File: src/rtl/tccw_pkg.sv
`timescale 1ns / 1ps
// ----------------------------------------------------------------------------
// tccw_pkg
// Shared types and constants of the text console character writer: word
// layouts of the input and result channels and the decoded command word.
// ----------------------------------------------------------------------------
package tccw_pkg;

  localparam int CHAR_W  = 8;
  localparam int ATTR_W  = 8;
  localparam int COL_FW  = 7;
  localparam int ROW_FW  = 5;
  localparam int IDX_FW  = 11;
  localparam int CELL_W  = CHAR_W + ATTR_W;

  localparam int QDEPTH  = 2;
  localparam int QPTR_W  = $clog2(QDEPTH);

  localparam logic [ATTR_W-1:0] RESET_ATTR = 8'd15;
  localparam int                KEEP_ROWS  = 2;

  localparam logic [CHAR_W-1:0] CH_NUL   = 8'h00;
  localparam logic [CHAR_W-1:0] CH_BEL   = 8'h07;
  localparam logic [CHAR_W-1:0] CH_BS    = 8'h08;
  localparam logic [CHAR_W-1:0] CH_TAB   = 8'h09;
  localparam logic [CHAR_W-1:0] CH_LF    = 8'h0A;
  localparam logic [CHAR_W-1:0] CH_FF    = 8'h0C;
  localparam logic [CHAR_W-1:0] CH_CR    = 8'h0D;
  localparam logic [CHAR_W-1:0] CH_SPACE = 8'h20;

  localparam logic OP_PUT  = 1'b0;
  localparam logic OP_READ = 1'b1;

  typedef enum logic [2:0] {
    CMD_NOP,
    CMD_LF,
    CMD_CR,
    CMD_BS,
    CMD_FF,
    CMD_PUT,
    CMD_TAB,
    CMD_READ
  } cmd_kind_t;

  typedef struct packed {
    logic              op;
    logic [CHAR_W-1:0] char_code;
    logic [COL_FW-1:0] read_col;
    logic [ROW_FW-1:0] read_row;
  } item_t;

  typedef struct packed {
    logic [COL_FW-1:0] cursor_col;
    logic [ROW_FW-1:0] cursor_row;
    logic [IDX_FW-1:0] cursor_index;
    logic [CHAR_W-1:0] cell_char;
    logic [ATTR_W-1:0] cell_attr;
  } result_t;

  typedef struct packed {
    cmd_kind_t         kind;
    logic [CHAR_W-1:0] ch;
    logic [COL_FW-1:0] read_col;
    logic [ROW_FW-1:0] read_row;
    logic              read_ok;
  } cmd_t;

endpackage

File: src/rtl/tccw_stream_if.sv
`timescale 1ns / 1ps
// ----------------------------------------------------------------------------
// tccw_stream_if
// Valid/ready channel carrying one word of a given type.
// ----------------------------------------------------------------------------
interface tccw_stream_if #(
  parameter type payload_t = logic
) ();

  logic     valid;
  logic     ready;
  payload_t payload;

  modport source (output valid, output payload, input ready);
  modport sink   (input valid, input payload, output ready);

endinterface

File: src/rtl/tccw_queue.sv
`timescale 1ns / 1ps
// ----------------------------------------------------------------------------
// tccw_queue
// Short command queue between decode and execution.
// ----------------------------------------------------------------------------
module tccw_queue (
  input  logic          clk,
  input  logic          rst,
  tccw_stream_if.sink   push,
  tccw_stream_if.source pop
);

  tccw_pkg::cmd_t                slots [tccw_pkg::QDEPTH];
  logic [tccw_pkg::QPTR_W-1:0]   wr_ptr;
  logic [tccw_pkg::QPTR_W-1:0]   rd_ptr;
  logic [tccw_pkg::QPTR_W:0]     count;
  logic                          do_push;
  logic                          do_pop;

  assign push.ready  = count != (tccw_pkg::QPTR_W + 1)'(tccw_pkg::QDEPTH);
  assign pop.valid   = count != '0;
  assign pop.payload = slots[rd_ptr];
  assign do_push     = push.valid && push.ready;
  assign do_pop      = pop.valid && pop.ready;

  always_ff @(posedge clk) begin
    if (do_push) begin
      slots[wr_ptr] <= push.payload;
    end
  end

  always_ff @(posedge clk) begin
    if (rst) begin
      wr_ptr <= '0;
      rd_ptr <= '0;
      count  <= '0;
    end else begin
      if (do_push) begin
        wr_ptr <= wr_ptr + 1'b1;
      end
      if (do_pop) begin
        rd_ptr <= rd_ptr + 1'b1;
      end
      case ({do_push, do_pop})
        2'b10:   count <= count + 1'b1;
        2'b01:   count <= count - 1'b1;
        default: count <= count;
      endcase
    end
  end

endmodule

File: src/flat_wrapper.sv
// flat-port wrapper written by rule: the top's interface ports become plain ports
module tccw_queue_flat 
  (clk, rst, push_valid, push_payload, push_ready, pop_valid, pop_payload, pop_ready);
  tccw_stream_if push_i ();
  tccw_stream_if pop_i ();
  input  logic clk;
  input  logic rst;
  input wire logic [$bits(push_i.valid)-1:0] push_valid;
  input wire logic [$bits(push_i.payload)-1:0] push_payload;
  output wire logic [$bits(push_i.ready)-1:0] push_ready;
  output wire logic [$bits(pop_i.valid)-1:0] pop_valid;
  output wire logic [$bits(pop_i.payload)-1:0] pop_payload;
  input wire logic [$bits(pop_i.ready)-1:0] pop_ready;
  assign push_i.valid = push_valid;
  assign push_i.payload = push_payload;
  assign push_ready = push_i.ready;
  assign pop_valid = pop_i.valid;
  assign pop_payload = pop_i.payload;
  assign pop_i.ready = pop_ready;
  tccw_queue u_core (.clk(clk), .rst(rst), .push(push_i), .pop(pop_i));
endmodule
File: config.mk
export PLATFORM = sky130hd
export DESIGN_NAME = tccw_queue_flat
export DESIGN_NICKNAME = d
export VERILOG_FILES = /design/src/rtl/tccw_pkg.sv /design/src/rtl/tccw_stream_if.sv /design/src/rtl/tccw_queue.sv /design/src/flat_wrapper.sv
export SDC_FILE = /design/constraint.sdc
export NUM_CORES = 1
export LEC_CHECK = 0
export BUFFER_PORTS_ARGS = -buffer_cell sky130_fd_sc_hd__buf_2
export CORE_AREA = 2 2 39 41
export DETAILED_ROUTE_END_ITERATION = 12
export DIE_AREA = 0 0 41 43
export PLACE_DENSITY = 0.52
export SYNTH_ARGS = -nofsm -noshare
export SYNTH_HDL_FRONTEND = slang
export SYNTH_SLANG_ARGS = --single-unit
File: constraint.sdc
create_clock -name clk -period 1.54 [get_ports clk]
set_input_delay 0.077 -clock clk [delete_from_list [all_inputs] [get_ports clk]]
set_output_delay 0.077 -clock clk [all_outputs]
set_load 0.01 [all_outputs]
==> impl_metrics.env, run 1 <==
export IMPL_antennaDiodeCount=0
export IMPL_io_buffers=7
export IMPL_fmax_mhz=699
export IMPL_p_leak_nw=0.167
export IMPL_cp_required_ns=1.72
export IMPL_finalCritPeriodShare=0.929
export IMPL_fin_nets=46
export IMPL_rsz0062_at_grt="false"
export IMPL_initial_utilization=0.212
export IMPL_via_count=222
export IMPL_design_area_sq_um=384
export IMPL_cts_buffer_depth=2
export IMPL_drt_iter0_drc=0
export IMPL_wirelength_microns=428
export IMPL_core_sq_um=1380
export IMPL_tightest_slew_ns=0.183
export IMPL_dr_pass1_iters=1
export IMPL_cts_repair_resized=0
export IMPL_fin_crit_ns=1.43
export IMPL_clock_root_buffer="clkbuf_4"
export IMPL_htree_levels=1
export IMPL_via_per_inst=4.04
export IMPL_synth_fp_nets=33
export IMPL_crit_fanout=5
export IMPL_outcome="finished clean"
export IMPL_utilization=0.278
export IMPL_setup_tns_ns=0
export IMPL_hold_class="in2reg"
export IMPL_grt_pass1_vias=197
export IMPL_cts_setup_buffers=0
export IMPL_critPathLaunch="u_core.count[1]"
export IMPL_clk_pin_slew_worst_paths_ns=0.05
export IMPL_grt_max_degree=6
export IMPL_path_cells="o21a_1 > ha_1 > or3_1 > a21oi_1"
export IMPL_power_mw=0.743
export IMPL_cp_num_buf_inv=0
export IMPL_hold_path_startpoint="push_payload"
export IMPL_dpl_hpwl_microns=362
export IMPL_crit_type="reg2reg"
export IMPL_numCtsBuffers=3
export IMPL_dieArea_sq_um=1760
export IMPL_cts_tree="built"
export IMPL_syn_inst=27
export IMPL_ys_seq_area_frac=0.545
export IMPL_gp_congestion=0.687
export IMPL_max_stage_delay_ns=0.35
export IMPL_setup_viol=0
export IMPL_drive_gt1_frac=0.385
export IMPL_syn_area_sq_um=294
export IMPL_ys_types=18
export IMPL_io_pins=8
export IMPL_cpLargestDelayFamily="compound AO/OA/AOI/OAI gates"
export IMPL_yosysWarnings=0
export IMPL_seq_area_sq_um=161
export IMPL_antenna_found_initial=0
export IMPL_placed_area_sq_um=357
export IMPL_multiInputGateArea_sq_um=130
export IMPL_holdWs_ns=0.0215
export IMPL_slew_limit_headroom=0.877
export IMPL_overflow=0
export IMPL_fillers=157
export IMPL_slowest_stage="or3_1"
export IMPL_cts_hold_fix_buffers=0
export IMPL_arrival_ns=1.61
export IMPL_ir_drop_mv=0.461
export IMPL_die_height_microns=43
export IMPL_fp_row_count=14
export IMPL_layout_commonest_cell="buf_2"
export IMPL_grt_pass1_wl_microns=710
export IMPL_drc=0
export IMPL_antenna_left=0
export IMPL_avgRoutedWirePerCell_microns=7.78
export IMPL_finalMaxSlewViolations=0
export IMPL_clock_latency_ns=0.25
export IMPL_layout_common_cells="7 x buf_2, 4 x dfxtp_1, 3 x nor2_1, 3 x clkbuf_4"
export IMPL_grt_total_usage=0.0675
export IMPL_fin_worst_skew_ns=0.000549
export IMPL_finalHoldViolCount=0
export IMPL_syn_avg_cell_area_sq_um=10.9
export IMPL_r2r_start="u_core.count[1]"
export IMPL_die_x_microns=41
export IMPL_ys_ff_latch=7
export IMPL_syn_to_final_growth_pct=30.6
export IMPL_drv_cap=0
export IMPL_cts_sinks=7
export IMPL_powerDensity_nw_per_um2=1930
export IMPL_end_kind="flip-flop"
export IMPL_cp_start_kind="flip-flop"
synth_stat cells (all sizes together):
| cell type | number | share of area |
|---|---|---|
| and3 | 1 | 0.021 |
| dfxtp | 5 | 0.34 |
| mux2 | 1 | 0.038 |
| nand3b | 1 | 0.026 |
| inv | 1 | 0.013 |
| a21oi | 2 | 0.034 |
| nand2b | 1 | 0.021 |
| or2 | 1 | 0.021 |
| ha | 1 | 0.043 |
| nor2 | 3 | 0.038 |
| xor2 | 1 | 0.030 |
| o21a | 1 | 0.026 |
| xnor2 | 2 | 0.060 |
| a21bo | 1 | 0.034 |
| edfxtp | 2 | 0.20 |
| or3 | 1 | 0.021 |
| o21ai | 1 | 0.017 |
| nand2 | 1 | 0.013 |
report_power, final:
group | internal (mW) | leakage [nW] | total [mW] | switching, mW
clock | 0.0989 | 0.0150 | 0.167 | 0.0684
combinational | 0.154 | 0.0917 | 0.283 | 0.129
sequential | 0.254 | 0.0602 | 0.293 | 0.0388
total | 0.507 | 0.167 | 0.743 | 0.236
worst register-to-register path, stage by stage (launching register included):
cell and delay [ns]:
dfxtp_1 0.33, o21a_1 0.22, ha_1 0.33, or3_1 0.35, a21oi_1 0.13
metrics by stage:
step	cells	setup WS, ns
6_report	55	0.109
5_1_grt	55	0.0267
4_1_cts	55	0.0535
3_5_place_dp	51	0.0722
3_3_place_gp	51	0.0937
2_1_floorplan	27	0.0284
metal layers:
metal / vias to the layer above / GRT usage / share of wire / wire length [microns]
met4: 0 / 0.0800 / 0 / 0
met1: 104 / 0.0586 / 0.41 / 176
li1: 118 / - / - / -
met2: 0 / 0.0875 / 0.59 / 252
met3: 0 / 0.0471 / 0 / 0
met5: - / 0 / 0 / 0
path summary, 6_finish.rpt:
| check | endpoint | slack (ns) | cells after the start |
|---|---|---|---|
| max | u_core.count[1] | 0.11 | 4 |
| min | u_core.slots[1] | 0.02 | 1 |
| max reg2reg | u_core.count[1] | 0.11 | 4 |
| min reg2reg | u_core.count[1] | 0.51 | 2 |
area by class of cell:
type                       count  area share
timing repair buffer           8       0.111
tap                           16      0.0521
multi-input combinational     19       0.339
inverter                       1     0.00977
clock buffer                   4      0.0684
sequential                     7       0.420
cells by family after synthesis:
family	count (synthesis)	synth area share
flip-flops	7	0.545
AND/OR/NAND/NOR	9	0.162
AO/OA/AOI/OAI	5	0.111
adder cells (fa/ha/maj)	1	0.0425
multiplexers	1	0.0383
XOR/XNOR	3	0.0894
buffers and inverters	1	0.0128
Power figures use the tool's default switching activity.
==> inputs of run 2 (changes only) <==
==> constraint.sdc (replaced) <==
create_clock -name clk -period 1.41 [get_ports clk]
set_input_delay 0.0705 -clock clk [delete_from_list [all_inputs] [get_ports clk]]
set_output_delay 0.0705 -clock clk [all_outputs]
set_load 0.01 [all_outputs]
==> run 2 against run 1 <==
Effect of this change:
- combinational power grew 63%
- register-to-register slack lost 0.06 ns
- worst hold slack gained 0.011 ns
- design area grew 19%
- critical path type unchanged
- largest power group is now combinational logic
- highest routed layer is now met4
==> impl_metrics.env, run 2 (synthesized netlist as in run 1, its figures left out) <==
export IMPL_crit_type="reg2reg"
export IMPL_holdWs_ns=0.0320
export IMPL_dp_cells=55
export IMPL_layout_cells_non_filler=60
export IMPL_power_mw=0.968
export IMPL_setup_tns_ns=0
export IMPL_io_pins=8
export IMPL_via_count=243
export IMPL_core_sq_um=1380
export IMPL_io_buffers=7
export IMPL_setup_viol=0
export IMPL_antennaDiodeCount=0
export IMPL_clock_root_buffer="clkbuf_4"
export IMPL_drc=0
export IMPL_slew_limit_headroom=0.872
export IMPL_cp_start_kind="flip-flop"
export IMPL_fin_worst_skew_ns=0.00155
export IMPL_overflow=0
export IMPL_p_leak_nw=0.196
export IMPL_finalHoldViolCount=0
export IMPL_finalCritPeriodShare=0.967
export IMPL_hold_class="in2reg"
export IMPL_htree_levels=1
export IMPL_ir_drop_mv=0.712
export IMPL_drive_gt1_frac=0.568
export IMPL_fillers=151
export IMPL_fin_ws_ns=0.0465
export IMPL_rsz0062_at_grt="true"
export IMPL_numCtsBuffers=3
export IMPL_grt_pass1_vias=225
export IMPL_utilization=0.330
export IMPL_fmax_mhz=733
export IMPL_cts_setup_buffers=0
export IMPL_layout_commonest_cell="buf_2"
export IMPL_grt_total_usage=0.0817
export IMPL_powerDensity_nw_per_um2=2120
export IMPL_die_x_microns=41
export IMPL_gp_congestion=0.700
export IMPL_via_per_inst=4.05
export IMPL_dr_pass1_iters=2
export IMPL_fin_crit_ns=1.36
export IMPL_outcome="finished clean"
export IMPL_design_area_sq_um=457
export IMPL_finalMaxSlewViolations=0
export IMPL_r2r_end="u_core.count[1]"
export IMPL_drv_cap=0
export IMPL_tightest_slew_ns=0.189
export IMPL_r2r_start="u_core.count[0]"
export IMPL_arrival_ns=1.55
export IMPL_syn_to_final_growth_pct=55.3
export IMPL_dieArea_sq_um=1760
export IMPL_fin_nets=51
export IMPL_dp_worst_setup_slack_ns=-0.0129
export IMPL_placed_area_sq_um=395
export IMPL_wirelength_microns=506
export IMPL_drt_iter0_drc=1
export IMPL_reg2reg_depth=5
export IMPL_ff2ff_setup_slack_ns=0.05
export IMPL_hold_path_startpoint="rst"
export IMPL_avgRoutedWirePerCell_microns=8.43
export IMPL_layout_common_cells="7 x buf_2, 5 x buf_4, 3 x nor2_1, 3 x dfxtp_1, 3 x clkbuf_4"
export IMPL_initial_utilization=0.212
export IMPL_antenna_found_initial=0
export IMPL_worstHoldEndpoint="u_core.count[1]"
export IMPL_antenna_left=0
export IMPL_fp_row_count=14
export IMPL_grt_max_degree=6
export IMPL_grt_pass1_wl_microns=862
export IMPL_holdPathStages=2
export IMPL_die_height_microns=43
export IMPL_clk_pin_slew_worst_paths_ns=0.05
export IMPL_crit_fanout=4
export IMPL_clock_latency_ns=0.25
export IMPL_cts_tree="built"
export IMPL_cts_buffer_depth=2
export IMPL_cp_required_ns=1.60
export IMPL_cts_sinks=7
export IMPL_end_kind="flip-flop"
run 2: routing by layer:
metal / global-route usage / wire length, microns / vias to the layer above
met1: 0.0749 / 203 / 107
met2: 0.106 / 253 / 5
li1: - / - / 128
met5: 0 / 0 / -
met4: 0.0800 / 19 / 0
met3: 0.0628 / 30 / 3
run 2: what timing repair did:
| action | 4_1_cts | 5_1_grt |
|---|---|---|
| pin swaps | 1 | 4 |
| hold endpoints to repair | 0 | 2 |
| endpoints found under the setup margin | 1 | 1 |
| gates resized for setup | 1 | 4 |
| hold buffers | 0 | 1 |
run 2: how the worst max path moves through the flow:
stage,to,start,cells after the start
2_1_floorplan,u_core.count[1],u_core.count[1],4
6_report,u_core.count[1],u_core.count[0],5
3_5_place_dp,u_core.count[1],u_core.count[1],4
5_1_grt,u_core.count[1],u_core.count[0],5
4_1_cts,u_core.count[1],u_core.count[1],4
3_3_place_gp,u_core.count[1],u_core.count[1],4
run 2: where the power goes:
part / internal (mW) / switching (mW) / total [mW]
clock network: 0.108 / 0.0752 / 0.183
registers: 0.280 / 0.0427 / 0.323
logic: 0.279 / 0.183 / 0.462
total: 0.668 / 0.301 / 0.968
run 2: final cells by class:
| cell class | count | area (sq um) | share of cell area |
|---|---|---|---|
| clock buffers | 4 | 26.3 | 0.0575 |
| inverters | 1 | 3.75 | 0.00822 |
| multi-input cells | 19 | 161 | 0.353 |
| flip-flops and latches | 7 | 163 | 0.356 |
| well taps | 16 | 20.0 | 0.0438 |
| repair buffers | 13 | 82.6 | 0.181 |
run 2: worst max-delay path, cell delays in order (launching register included):
cell     delay (ns)
dfxtp_2        0.33
o21a_1         0.22
ha_4           0.17
xnor2_1        0.12
or3_4          0.33
a21oi_2        0.13
==> inputs of run 3 (changes only) <==
--- a/config.mk
+++ b/config.mk
@@ -5,11 +5,12 @@
 export SDC_FILE = /design/constraint.sdc
 export NUM_CORES = 1
 export LEC_CHECK = 0
+export ABC_AREA = 1
 export BUFFER_PORTS_ARGS = -buffer_cell sky130_fd_sc_hd__buf_2
 export CORE_AREA = 2 2 39 41
 export DETAILED_ROUTE_END_ITERATION = 12
 export DIE_AREA = 0 0 41 43
-export PLACE_DENSITY = 0.52
+export PLACE_DENSITY = 0.57
 export SYNTH_ARGS = -nofsm -noshare
 export SYNTH_HDL_FRONTEND = slang
 export SYNTH_SLANG_ARGS = --single-unit
==> run 3 against run 2 <==
Effect of this change:
- register-to-register slack improved by 0.09 ns
- combinational power decreased by 38%
- final cell count increased by 15%
- die area unchanged
- clock skew increased by 0.0051 ns
- synthesized area increased by 19%
- worst hold slack improved by 0.080 ns
- sequential power decreased by 12%
- setup slack improved by 0.085 ns
- global-route usage increased by 0.11 points
- critical path type unchanged
- critical endpoint unchanged
==> impl_metrics.env, run 3 <==
export IMPL_post_synth_top_area_cell="dfxtp_1"
export IMPL_rsz0062_at_grt="false"
export IMPL_placed_area_sq_um=404
export IMPL_slew_limit_headroom=0.864
export IMPL_antenna_found_initial=0
export IMPL_syn_to_final_growth_pct=29.7
export IMPL_async_flop_share=0
export IMPL_layout_common_cells="9 x nor2_1, 7 x buf_2, 5 x inv_1, 5 x dfxtp_1, 4 x nand2_1"
export IMPL_ir_drop_mv=0.671
export IMPL_drv_cap=0
export IMPL_dr_pass1_iters=4
export IMPL_top_usage_layer="met1"
export IMPL_fin_crit_ns=1.28
export IMPL_overflow=0
export IMPL_fp_row_count=14
export IMPL_ys_types=17
export IMPL_antennaDiodeCount=0
export IMPL_end_kind="flip-flop"
export IMPL_finalCritPeriodShare=0.907
export IMPL_arrival_ns=1.47
export IMPL_syn_area_sq_um=349
export IMPL_cp_start_kind="flip-flop"
export IMPL_cts_tree="built"
export IMPL_synth_most_common_cell="nor2_1"
export IMPL_clk_pin_slew_worst_paths_ns=0.06
export IMPL_switching_share=0.366
export IMPL_slowest_stage="dfxtp_1"
export IMPL_wirelength_microns=610
export IMPL_via_per_inst=4.06
export IMPL_design_area_sq_um=453
export IMPL_setup_viol=0
export IMPL_cts_buffer_depth=2
export IMPL_clock_latency_ns=0.25
export IMPL_syn_avg_cell_area_sq_um=8.51
export IMPL_via_count=280
export IMPL_cp_required_ns=1.60
export IMPL_met1_usage=0.111
export IMPL_clock_root_buffer="clkbuf_4"
export IMPL_grt_max_degree=6
export IMPL_grt_total_usage=0.0827
export IMPL_tightest_slew_ns=0.203
export IMPL_synth_fp_nets=47
export IMPL_setup_tns_ns=0
export IMPL_cp_num_buf_inv=3
export IMPL_grt_use_met3=0.0366
export IMPL_cpLargestDelayFamily="simple AND/OR/NAND/NOR gates"
export IMPL_io_buffers=7
export IMPL_drive_gt1_frac=0.396
export IMPL_finalHoldViolCount=0
export IMPL_outcome="finished clean"
export IMPL_fmax_mhz=782
export IMPL_path_cells="inv_2 > nand2_4 > nand2_4 > clkinv_4 > ha_4 > inv_1 > nand2_1 > nor2_1 > nor2_1 > nor2_1"
export IMPL_synth_flop_cell="dfxtp_1"
export IMPL_ys_ff_latch=7
export IMPL_synth_edf_count=2
export IMPL_die_height_microns=43
export IMPL_internal_power_mw=0.478
export IMPL_p_sw_mw=0.276
export IMPL_ys_seq_area_frac=0.459
export IMPL_dpl_hpwl_microns=421
export IMPL_avgRoutedWirePerCell_microns=8.84
export IMPL_utilization=0.327
export IMPL_initial_utilization=0.252
export IMPL_syn_inst=41
export IMPL_yosysTopAreaCellShare=0.287
export IMPL_max_stage_delay_ns=0.33
export IMPL_fin_nets=60
export IMPL_drt_iter0_drc=7
export IMPL_core_sq_um=1380
export IMPL_antenna_left=0
export IMPL_grt_pass1_wl_mm=1.00
export IMPL_crit_fanout=5
export IMPL_powerDensity_nw_per_um2=1660
export IMPL_grt_use_met2=0.109
export IMPL_io_pins=8
export IMPL_crit_type="reg2reg"
export IMPL_gp_congestion=0.679
export IMPL_seqPwrFrac=0.377
export IMPL_yosysWarnings=0
export IMPL_finalMaxSlewViolations=0
export IMPL_pwr_share_comb=0.379
export IMPL_fin_worst_skew_ns=0.00661
export IMPL_p_leak_nw=0.204
export IMPL_crit_path_frequent_cell="nor2_1"
export IMPL_drc=0
export IMPL_yosys_top_cells_count="9 x nor2_1, 5 x dfxtp_1, 5 x inv_1"
export IMPL_dieArea_sq_um=1760
export IMPL_die_x_microns=41
export IMPL_hold_class="in2reg"
export IMPL_numCtsBuffers=3
export IMPL_holdWs_ns=0.112
export IMPL_synthTopCellsByArea="dfxtp_1 29%, edfxtp_1 17%, nor2_1 9.7%"
export IMPL_grt_pass1_vias=250
export IMPL_layout_commonest_cell="nor2_1"
export IMPL_htree_levels=1
export IMPL_cts_sinks=7
export IMPL_pwr_share_clk=0.244
## run 3: worst reg2reg max path: stages (launching register included)
cell and delay [ns]:
dfxtp_1 0.33, inv_2 0.12, nand2_4 0.07, nand2_4 0.07, clkinv_4 0.06, ha_4 0.24
inv_1 0.07, nand2_1 0.05, nor2_1 0.08, nor2_1 0.04, nor2_1 0.09
## run 3: path summary, 6_finish.rpt
check	cells after the start	from	endpoint	slack, ns
worst min-delay path	4	rst	u_core.count[1]	0.11
worst max-delay path	10	u_core.count[0]	u_core.count[1]	0.13
worst max register to register	10	u_core.count[0]	u_core.count[1]	0.13
worst min register to register	2	u_core.rd_ptr	u_core.rd_ptr	0.50
## run 3: final cells by class
class                           instances  area (sq um)
Clock buffer                            4          26.3
Fill cell                             149           931
Inverter                                8          35.0
Multi-Input combinational cell         26           166
Sequential cell                         7           160
Tap cell                               16          20.0
Timing Repair Buffer                    8          45.0
## run 3: power groups by stage
stage          Clock, mW  Sequential (mW)  Combinational [mW]
6_report           0.184            0.284               0.286
5_1_grt            0.200            0.291               0.323
4_1_cts            0.186            0.284               0.268
3_5_place_dp           0            0.287               0.266
3_3_place_gp           0            0.285               0.262
2_1_floorplan          0            0.279               0.209
## run 3: kinds of logic after synthesis
| family | count (synthesis) | synth area share |
|---|---|---|
| flops | 7 | 0.459 |
| compound gates | 5 | 0.0824 |
| fa+ha+maj | 1 | 0.0358 |
| buf+inv | 8 | 0.100 |
| simple gates | 19 | 0.290 |
| mux | 1 | 0.0323 |
## run 3: stage by stage
step	power [mW]	setup WS, ns	std cells
floorplan	0.488	0.139	41
global placement	0.547	0.0874	64
detailed placement	0.552	0.0751	64
CTS	0.737	0.0542	68
global route	0.813	0.0280	69
finish	0.754	0.132	69
## run 3: routing by layer
metal | vias to the layer above | part of all wire
met5 | - | 0
met4 | 0 | 0
met3 | 0 | 0.077
met2 | 11 | 0.46
met1 | 119 | 0.46
li1 | 150 | -
## run 3: timing repair
action / 4_1_cts / 5_1_grt
buffers inserted: 0 / 0
hold endpoints to repair: 0 / 1
hold buffers: 0 / 1
resized for setup: 0 / 1
setup endpoints to repair: 0 / 1
